==> src/rtl/core/maal_pkg.sv <==
// Shared types and constants for the MAC address allow list.
// No dependencies; used by the store, the sequencer and the top level.
package maal_pkg;

  localparam int MAC_W         = 48;
  localparam int FUNC_W        = 2;
  localparam int ENTRY_COUNT_W = 5;

  typedef enum logic [FUNC_W-1:0] {
    FUNC_ADD      = 2'd0,
    FUNC_REMOVE   = 2'd1,
    FUNC_CONTAINS = 2'd2
  } func_t;

endpackage

==> src/rtl/core/maal_ram.sv <==
// Entry store for the allow list: one write port, one registered read port.
// Depends on maal_pkg for the entry width.
module maal_ram #(
  parameter int DEPTH  = 16,
  parameter int ADDR_W = 4
) (
  input  logic                       clk,
  input  logic                       wr_en,
  input  logic [ADDR_W-1:0]          wr_addr,
  input  logic [maal_pkg::MAC_W-1:0] wr_data,
  input  logic                       rd_en,
  input  logic [ADDR_W-1:0]          rd_addr,
  output logic [maal_pkg::MAC_W-1:0] rd_data
);

  logic [maal_pkg::MAC_W-1:0] mem [DEPTH];

  always_ff @(posedge clk) begin
    if (wr_en) begin
      mem[wr_addr] <= wr_data;
    end
    if (rd_en) begin
      rd_data <= mem[rd_addr];
    end
  end

endmodule

==> src/rtl/core/maal_seq.sv <==
// Sequencer for the allow list: scans the store with one comparator,
// then appends, shifts entries down, or reports. Depends on maal_pkg.
module maal_seq #(
  parameter int CAPACITY = 16,
  parameter int ADDR_W   = 4,
  parameter int CNT_W    = 5
) (
  input  logic                              clk,
  input  logic                              rst,
  input  logic                              req_valid,
  output logic                              req_ready,
  input  logic [maal_pkg::FUNC_W-1:0]       func,
  input  logic [maal_pkg::MAC_W-1:0]        mac,
  output logic                              rsp_valid,
  input  logic                              rsp_ready,
  output logic                              ok,
  output logic [maal_pkg::ENTRY_COUNT_W-1:0] entry_count,
  output logic                              wr_en,
  output logic [ADDR_W-1:0]                 wr_addr,
  output logic [maal_pkg::MAC_W-1:0]        wr_data,
  output logic                              rd_en,
  output logic [ADDR_W-1:0]                 rd_addr,
  input  logic [maal_pkg::MAC_W-1:0]        rd_data
);

  localparam int ECW = maal_pkg::ENTRY_COUNT_W;

  typedef enum logic [2:0] {
    S_IDLE,
    S_SCAN,
    S_CMP,
    S_DECIDE,
    S_SHIFT_RD,
    S_SHIFT_WR,
    S_FINISH
  } state_t;

  state_t                     state;
  maal_pkg::func_t            op;
  logic [maal_pkg::MAC_W-1:0] key;
  logic [ADDR_W-1:0]          idx;
  logic [CNT_W-1:0]           count;
  logic                       found;
  logic                       res_ok;

  logic [ADDR_W-1:0] idx_inc;
  logic [CNT_W-1:0]  idx_ext;
  logic              has_room;

  assign idx_inc   = idx + 1'b1;
  assign idx_ext   = CNT_W'(idx);
  assign has_room  = count < CNT_W'(CAPACITY);
  assign req_ready = (state == S_IDLE);

  always_comb begin
    rd_en   = (state == S_SCAN) || (state == S_SHIFT_RD);
    rd_addr = (state == S_SHIFT_RD) ? idx_inc : idx;
    wr_en   = 1'b0;
    wr_addr = idx;
    wr_data = rd_data;
    if (state == S_DECIDE && op == maal_pkg::FUNC_ADD && !found && has_room) begin
      wr_en   = 1'b1;
      wr_addr = count[ADDR_W-1:0];
      wr_data = key;
    end else if (state == S_SHIFT_WR) begin
      wr_en = 1'b1;
    end
  end

  always_ff @(posedge clk) begin
    if (rst) begin
      state     <= S_IDLE;
      count     <= '0;
      rsp_valid <= 1'b0;
    end else begin
      if (rsp_valid && rsp_ready && state != S_FINISH) begin
        rsp_valid <= 1'b0;
      end
      unique case (state)
        S_IDLE: begin
          if (req_valid) begin
            op     <= maal_pkg::func_t'(func);
            key    <= mac;
            idx    <= '0;
            found  <= 1'b0;
            res_ok <= 1'b0;
            if (func != maal_pkg::FUNC_ADD && func != maal_pkg::FUNC_REMOVE &&
                func != maal_pkg::FUNC_CONTAINS) begin
              state <= S_FINISH;
            end else if (count == '0) begin
              state <= S_DECIDE;
            end else begin
              state <= S_SCAN;
            end
          end
        end
        S_SCAN: begin
          state <= S_CMP;
        end
        S_CMP: begin
          if (rd_data == key) begin
            found <= 1'b1;
            state <= S_DECIDE;
          end else if ((idx_ext + CNT_W'(1)) == count) begin
            state <= S_DECIDE;
          end else begin
            idx   <= idx_inc;
            state <= S_SCAN;
          end
        end
        S_DECIDE: begin
          state <= S_FINISH;
          unique case (op)
            maal_pkg::FUNC_ADD: begin
              if (found) begin
                res_ok <= 1'b1;
              end else if (has_room) begin
                count  <= count + CNT_W'(1);
                res_ok <= 1'b1;
              end
            end
            maal_pkg::FUNC_REMOVE: begin
              if (found) begin
                if ((idx_ext + CNT_W'(1)) < count) begin
                  state <= S_SHIFT_RD;
                end else begin
                  count  <= count - CNT_W'(1);
                  res_ok <= 1'b1;
                end
              end
            end
            maal_pkg::FUNC_CONTAINS: begin
              res_ok <= found;
            end
            default: begin
              res_ok <= 1'b0;
            end
          endcase
        end
        S_SHIFT_RD: begin
          state <= S_SHIFT_WR;
        end
        S_SHIFT_WR: begin
          idx <= idx_inc;
          if ((idx_ext + CNT_W'(2)) < count) begin
            state <= S_SHIFT_RD;
          end else begin
            count  <= count - CNT_W'(1);
            res_ok <= 1'b1;
            state  <= S_FINISH;
          end
        end
        S_FINISH: begin
          if (!rsp_valid || rsp_ready) begin
            rsp_valid   <= 1'b1;
            ok          <= res_ok;
            entry_count <= ECW'(count);
            state       <= S_IDLE;
          end
        end
        default: begin
          state <= S_IDLE;
        end
      endcase
    end
  end

endmodule

==> src/rtl/core/mac_address_allow_list.sv <==
// MAC address allow list: add, remove and lookup of 48-bit addresses.
// Each request scans the stored entries in order and stops at a match; a remove
// that hits then shifts the later entries down; an unused opcode goes to the response.
// One beat in flight, accepted only idle: a new request is taken after the last response issues.
// The scan and the shift share one store read port; the scan uses one comparator.
// Reset clears the entry count and the response valid; the store is not cleared.
module mac_address_allow_list #(
  parameter int CAPACITY = 16
) (
  input  logic                               clk,
  input  logic                               rst,
  input  logic                               req_valid,
  output logic                               req_ready,
  input  logic [maal_pkg::FUNC_W-1:0]        func,
  input  logic [maal_pkg::MAC_W-1:0]         mac,
  output logic                               rsp_valid,
  input  logic                               rsp_ready,
  output logic                               ok,
  output logic [maal_pkg::ENTRY_COUNT_W-1:0] entry_count
);

  localparam int ADDR_W = (CAPACITY > 1) ? $clog2(CAPACITY) : 1;
  localparam int CNT_W  = $clog2(CAPACITY + 1);

  logic                       wr_en;
  logic [ADDR_W-1:0]          wr_addr;
  logic [maal_pkg::MAC_W-1:0] wr_data;
  logic                       rd_en;
  logic [ADDR_W-1:0]          rd_addr;
  logic [maal_pkg::MAC_W-1:0] rd_data;

  maal_seq #(
    .CAPACITY (CAPACITY),
    .ADDR_W   (ADDR_W),
    .CNT_W    (CNT_W)
  ) u_seq (
    .clk         (clk),
    .rst         (rst),
    .req_valid   (req_valid),
    .req_ready   (req_ready),
    .func        (func),
    .mac         (mac),
    .rsp_valid   (rsp_valid),
    .rsp_ready   (rsp_ready),
    .ok          (ok),
    .entry_count (entry_count),
    .wr_en       (wr_en),
    .wr_addr     (wr_addr),
    .wr_data     (wr_data),
    .rd_en       (rd_en),
    .rd_addr     (rd_addr),
    .rd_data     (rd_data)
  );

  maal_ram #(
    .DEPTH  (CAPACITY),
    .ADDR_W (ADDR_W)
  ) u_ram (
    .clk     (clk),
    .wr_en   (wr_en),
    .wr_addr (wr_addr),
    .wr_data (wr_data),
    .rd_en   (rd_en),
    .rd_addr (rd_addr),
    .rd_data (rd_data)
  );

  a_busy_after_accept: assert property (@(posedge clk) disable iff (rst)
    req_valid && req_ready |=> !req_ready)
    else $error("accepted a beat while busy");

  a_reset_idle: assert property (@(posedge clk)
    rst |=> req_ready && !rsp_valid)
    else $error("not idle after reset");

  a_count_bound: assert property (@(posedge clk) disable iff (rst)
    rsp_valid |-> (32'(entry_count) <= CAPACITY))
    else $error("entry count above capacity");

  a_no_write_idle: assert property (@(posedge clk) disable iff (rst)
    req_ready |-> !wr_en)
    else $error("store written while idle");

endmodule
==> config.mk <==
export PLATFORM = sky130hd
export DESIGN_NAME = mac_address_allow_list
export DESIGN_NICKNAME = d
export VERILOG_FILES = /design/src/rtl/core/maal_pkg.sv /design/src/rtl/core/maal_ram.sv /design/src/rtl/core/maal_seq.sv /design/src/rtl/core/mac_address_allow_list.sv
export SDC_FILE = /design/constraint.sdc
export NUM_CORES = 1
export LEC_CHECK = 0
export BUFFER_PORTS_ARGS = -buffer_cell sky130_fd_sc_hd__buf_2
export CAP_MARGIN = 20
export CORE_ASPECT_RATIO = 0.6
export CORE_MARGIN = 5
export CORE_UTILIZATION = 31
export DETAILED_ROUTE_END_ITERATION = 8
export PLACE_DENSITY = 0.49
export SLEW_MARGIN = 30
export SYNTH_ARGS = -nofsm -noshare
export SYNTH_HDL_FRONTEND = slang
export SYNTH_SLANG_ARGS = --single-unit
==> constraint.sdc <==
create_clock -name clk -period 4.3 [get_ports clk]
set_clock_uncertainty 0.15 [all_clocks]
set_input_delay 0.86 -clock clk [delete_from_list [all_inputs] [get_ports clk]]
set_output_delay 0.86 -clock clk [all_outputs]
set_load 0.02 [all_outputs]
* Word-level counts from Yosys, hierarchy flattened
Memories as Yosys holds them, arrays and structs flattened. A register that Yosys moved wholly into a read port is not among the register bits. Cells that the tools add are included.
Word-level totals: output and inout port bits 8, memories kept 1, logic and storage cells 113, bits in writable memories 768, input port bits 54, register bits after elaboration 71
Operators by class: bitwise operators 1, multiplexer cells 42, eq/ne operators 25, add/subtract/negate cells 5, $lt $le $gt $ge 3, reductions and logical operators 26
Memories:
- u_ram.mem | depth 16, width 48, read ports 1, clocked after Yosys merged registers in 1, wr ports 1, line maal_ram.sv:16 | logic [maal_pkg::MAC_W-1:0] mem [DEPTH];
Operators with widths (number):
- == test 48 bit | 1
- two-way mux 48 bit | 1
- two-way mux 5 bit | 5
- one-hot mux 3 bit (7 select lines) | 1
- two-way mux 4 bit | 5
- one-hot mux 5 bit (2 select lines) | 2
- two-way mux 3 bit | 6
- two-way mux 1 bit | 14
- AND reduction 7 bit | 2
- != test 3 bit, second input constant | 4
- one-hot mux 4 bit (3 select lines) | 1
- less-than comparator 5 bit | 2
- != test 2 bit, second input constant | 5
- == test 3 bit, second input constant | 3
- two-way mux 2 bit | 4
- logical AND 1 bit | 7
- == test 3 x 2 -> 1 bit, second input constant | 2
- != test 2 x 1 -> 1 bit, second input constant | 3
- != test 3 x 2 -> 1 bit, second input constant | 2
- one-hot mux 1 bit (3 select lines) | 2
- AND reduction 3 bit | 2
- nonzero test 2 bit | 3
- nonzero test 3 bit | 2
- adder 4 x 1 -> 5 bit, second input constant | 1
- 20 further kinds | 22

* Longest topological paths before layout
depth in word-level cells 7, mapped depth 10, mapped depth without buffers 10

* Hierarchy
A second synthesis with hierarchy kept.
Unflattened totals: cell total of the unflattened synthesis 1587, area total of the unflattened synthesis 34389.2 um2
By module, submodules not included:
- maal_ram | times used 1, area an instance 30171.4 um2, sequential area each 24503.5 um2, cells an instance 1242
- maal_seq | times used 1, area an instance 4217.8 um2, sequential area each 2042.0 um2, cells an instance 345

* Least setup slack after synthesis
Ideal clock, no wire load.
path type register to register, start reg u_seq.state[0], end mem u_ram.mem[13][0] (netlist name), enable pin, arrival time 3670 ps, required time 3696 ps, slack 26 ps, clock period less this slack 4274 ps, stages on the path, launching flop included 9, setup time 454 ps, buffers on the path 3, path through dfxtp_1 -> buf_2 -> nand3b_1 -> nor4_1 -> and2_1 -> clkbuf_1 -> buf_2 -> a32oi_1 -> nor2_1
On the way: word-level cells in the longest chain between the ends 7, elaborated cells between the ends (all ways) 10, classes of those cells eq/ne (2); mux (5); reduce/logical (3)
RTL lines:
- from (decl) | line maal_seq.sv:38 | state_t state;
- from (signal assigned) | line maal_seq.sv:72 | state <= S_IDLE;
- from (signal assigned) | line maal_seq.sv:89 | state <= S_FINISH;
- from (signal assigned) | line maal_seq.sv:91 | state <= S_DECIDE;
- == test 3 x 2 -> 1 bit | line maal_seq.sv:61 | if (state == S_DECIDE && op == maal_pkg::FUNC_ADD && !found && has_room) begin
- logical AND 1 bit (3 in a row) | line maal_seq.sv:61
- two-way mux 1 bit | line maal_seq.sv:61
- two-way mux 1 bit | line maal_ram.sv:19 | if (wr_en) begin
- two-way mux 1 bit (implied by the code) | line maal_ram.sv:20 | mem[wr_addr] <= wr_data;
- to (decl) | line maal_ram.sv:16
Parallel ways exist; a longest one is shown, timed or not.

* Worst setup path after layout
start reg u_seq.state[1], end mem u_ram.mem[9][17] (netlist name), enable pin
The elaborated chain is that of the path after synthesis.

==> out/qor.yml <==
route:
  drtIter0Drc: 1963
  post_drt_wl_per_cell_um: 27.5
  ant_nets: 0
  detail_route.wirelength_mm: 99.0
  drc: 0
  first_pass_iters: 7
  num_vias: 19234
  vias_per_cell: 5.34
critical_path:
  critPathMostFrequentCell: "buf_4"
  cp_num_buf_inv: 2
  start_kind: "register"
  cp-end-kind: "register"
  critPathMaxStageDelay_ns: 0.70
  crit_required_ns: 4.43
  arrival_ns: 3.94
  worstPathCellList: "nand3b_1 -> nor4_1 -> and2_4 -> buf_4 -> a31oi_1 -> nor2_4 -> buf_4"
  crit_type: "register to register"
  crit_path_max_fanout: 29
  path_delay_family: "simple AND/OR/NAND/NOR gates"
  crit_slowest_cell: "dfxtp_1"
synthesis:
  synth-edff-count: 878
  synth.cells.most_frequent: "edfxtp_1 (878), mux2i_1 (193), a221oi_1 (97)"
  ys_types: 57
  syn_nets: 1996
  synth_area_leaders: "edfxtp_1 (74%), mux4_2 (6.0%), mux2i_1 (5.4%), a221oi_1 (2.4%), o22ai_1 (1.7%)"
  synth_area_leader_cell: "edfxtp_1"
  yosysSeqAreaShare_pct: 74.1
  synth.avg_cell_area_sq_um: 18.6
  synth_ff_type: "edfxtp_1"
  netlist_instances: 1927
  syn-cell-area_sq_um: 35800
  yosysWarnings: 0
  synthArstFlopShare_pct: 0
  yosys.area.top_type_share_pct: 73.6
  synth_most_common_cell: "edfxtp_1"
  yosys_register_bits: 887
clock_network:
  cts.repair.resized: 0
  clk_latency_ns: 0.67
  clock_path_buffers: 3
  cts-root-buf: "clkbuf_16"
  post-cts-setup-buffers: 0
  hold_buffers: 0
  cts-buffers-inserted: 84
  cts_tree: "done"
  cts.reportedPaths.clkPinSlew_ns: 0.07
  cts_sinks: 887
  h-tree-depth: 3
timing:
  setup_viol: 0
  post-route-period-util_pct: 88.6
  rsz0062_at_grt: "false"
  hold_violations: 0
  drv_slew: 0
  slew_headroom_pct: 31.9
  period_minus_slack_ns: 3.81
  fin_tns_setup_ns: 0
  worst_pin_slew_ns: 1.02
  fmax_mhz: 263
min_path:
  hold_class: "primary input to register"
die:
  fp.dieW_um: 449
  boundaryPins: 62
  start_util_pct: 31.3
  num_rows: 96
  die_area_sq_um: 123000
  coreArea_sq_um: 114000
  die_h_um: 273
grt:
  grt_pass1_vias: 18981
  grt_max_degree: 109
  antenna_found_initial: 3
  grt.total_usage_pct: 15.8
  grt_pass1_wl_mm: 141
  grt-ovfl-total: 0
placed_design:
  place.port_buffers: 61
  hpwl_mm: 57.2
  placed_cell_area_sq_um: 38400
  place.gp.congestion: 0.776
finish:
  drive_gt1_share_pct: 19.9
  final_util_pct: 35.8
  final_nets: 2090
  final_area_sq_um: 40900
  areaGrowthSynthToFinish_pct: 14.3
run_status:
  status: "completed"
power_and_ir_drop:
  irDropWorstVdd_uv: 283
  power_density_nw_per_um2: 515
  power_leakage_nw: 13.0
run:
  max_cap_violations: 0
## layout by cell type, fill, tap and decap left out, types with 33 or more instances in the layout
cell	instances
edfxtp_1	878
mux2i_1	193
a221oi_1	97
mux4_2	96
o22ai_1	96
clkbuf_16	84
buf_2	61
nand2_1	60
a22oi_1	50
mux2_2	50
o22a_1	46
buf_4	44
xnor2_1	33
## sequential cells by signal, summed over array words and instances (netlist names)
signal,cells
u_seq.count,5
u_ram.rd_data,48
u_seq.found,1
u_seq.ok,1
u_seq.state,3
u_ram.mem,768
u_seq.key,48
u_seq.entry_count,5
u_seq.idx,4
u_seq.res_ok,1
u_seq.op,2
u_seq.rsp_valid,1
## final cells by class
cell class              count  area (sq um)
fillers                 10679         73500
flip-flops and latches    887         26500
multi-input cells         910          8900
clock buffers             103          2170
well taps                1519          1900
repair buffers            127          1080
clock inverters            44           288
inverters                  11          41.3
diodes                      1          2.50
## per-stage QoR
stage	worst slack (ns)	power, mW	hold slack, ns	instances
6_report	0.492	21.1	0.218	3602
5_1_grt	0.273	21.9	0.173	3602
4_1_cts	0.468	21.3	0.161	3600
3_5_place_dp	0.499	14.3	0.257	3453
3_3_place_gp	0.585	14.2	0.264	3449
2_1_floorplan	0.0257	12.9	0.250	1927
## cells by family (layout without fill, tap and decap cells)
group | count (synthesis) | in the layout | synth area share [%]
flops | 887 | 887 | 74.1
compound gates | 341 | 341 | 7.15
mux | 340 | 340 | 13.0
simple gates | 158 | 158 | 2.07
buf+inv | 130 | 285 | 1.72
xor+xnor | 56 | 56 | 1.39
fa+ha+maj | 15 | 15 | 0.524
other cells | 0 | 1 | 0
## metal layers
layer	up-vias	track usage, %	routed length [um]	share of wire [%]
met3	110	2.98	6810	6.9
met4	0	4.01	2110	2.1
met5	-	0	0	0
met1	10220	24.8	48800	49
met2	675	22.4	41300	42
li1	8229	-	-	-
## report_power, final
part / total [mW] / switching [mW] / internal [mW]
clock: 6.95 / 3.23 / 3.72
combinational: 3.64 / 2.36 / 1.28
sequential: 10.5 / 0.204 / 10.3
total: 21.1 / 5.79 / 15.3
## path summary, 6_finish.rpt
path,endpoint,slack (ns),from,depth (start not counted)
min reg2reg,u_seq.ok,0.28,u_seq.res_ok,0
max,u_ram.mem[9][17],0.49,u_seq.state[1],7
min,u_seq.key[32],0.22,mac[32],1
max reg2reg,u_ram.mem[9][17],0.49,u_seq.state[1],7
Note: power is estimated with default switching activity, not from simulation.
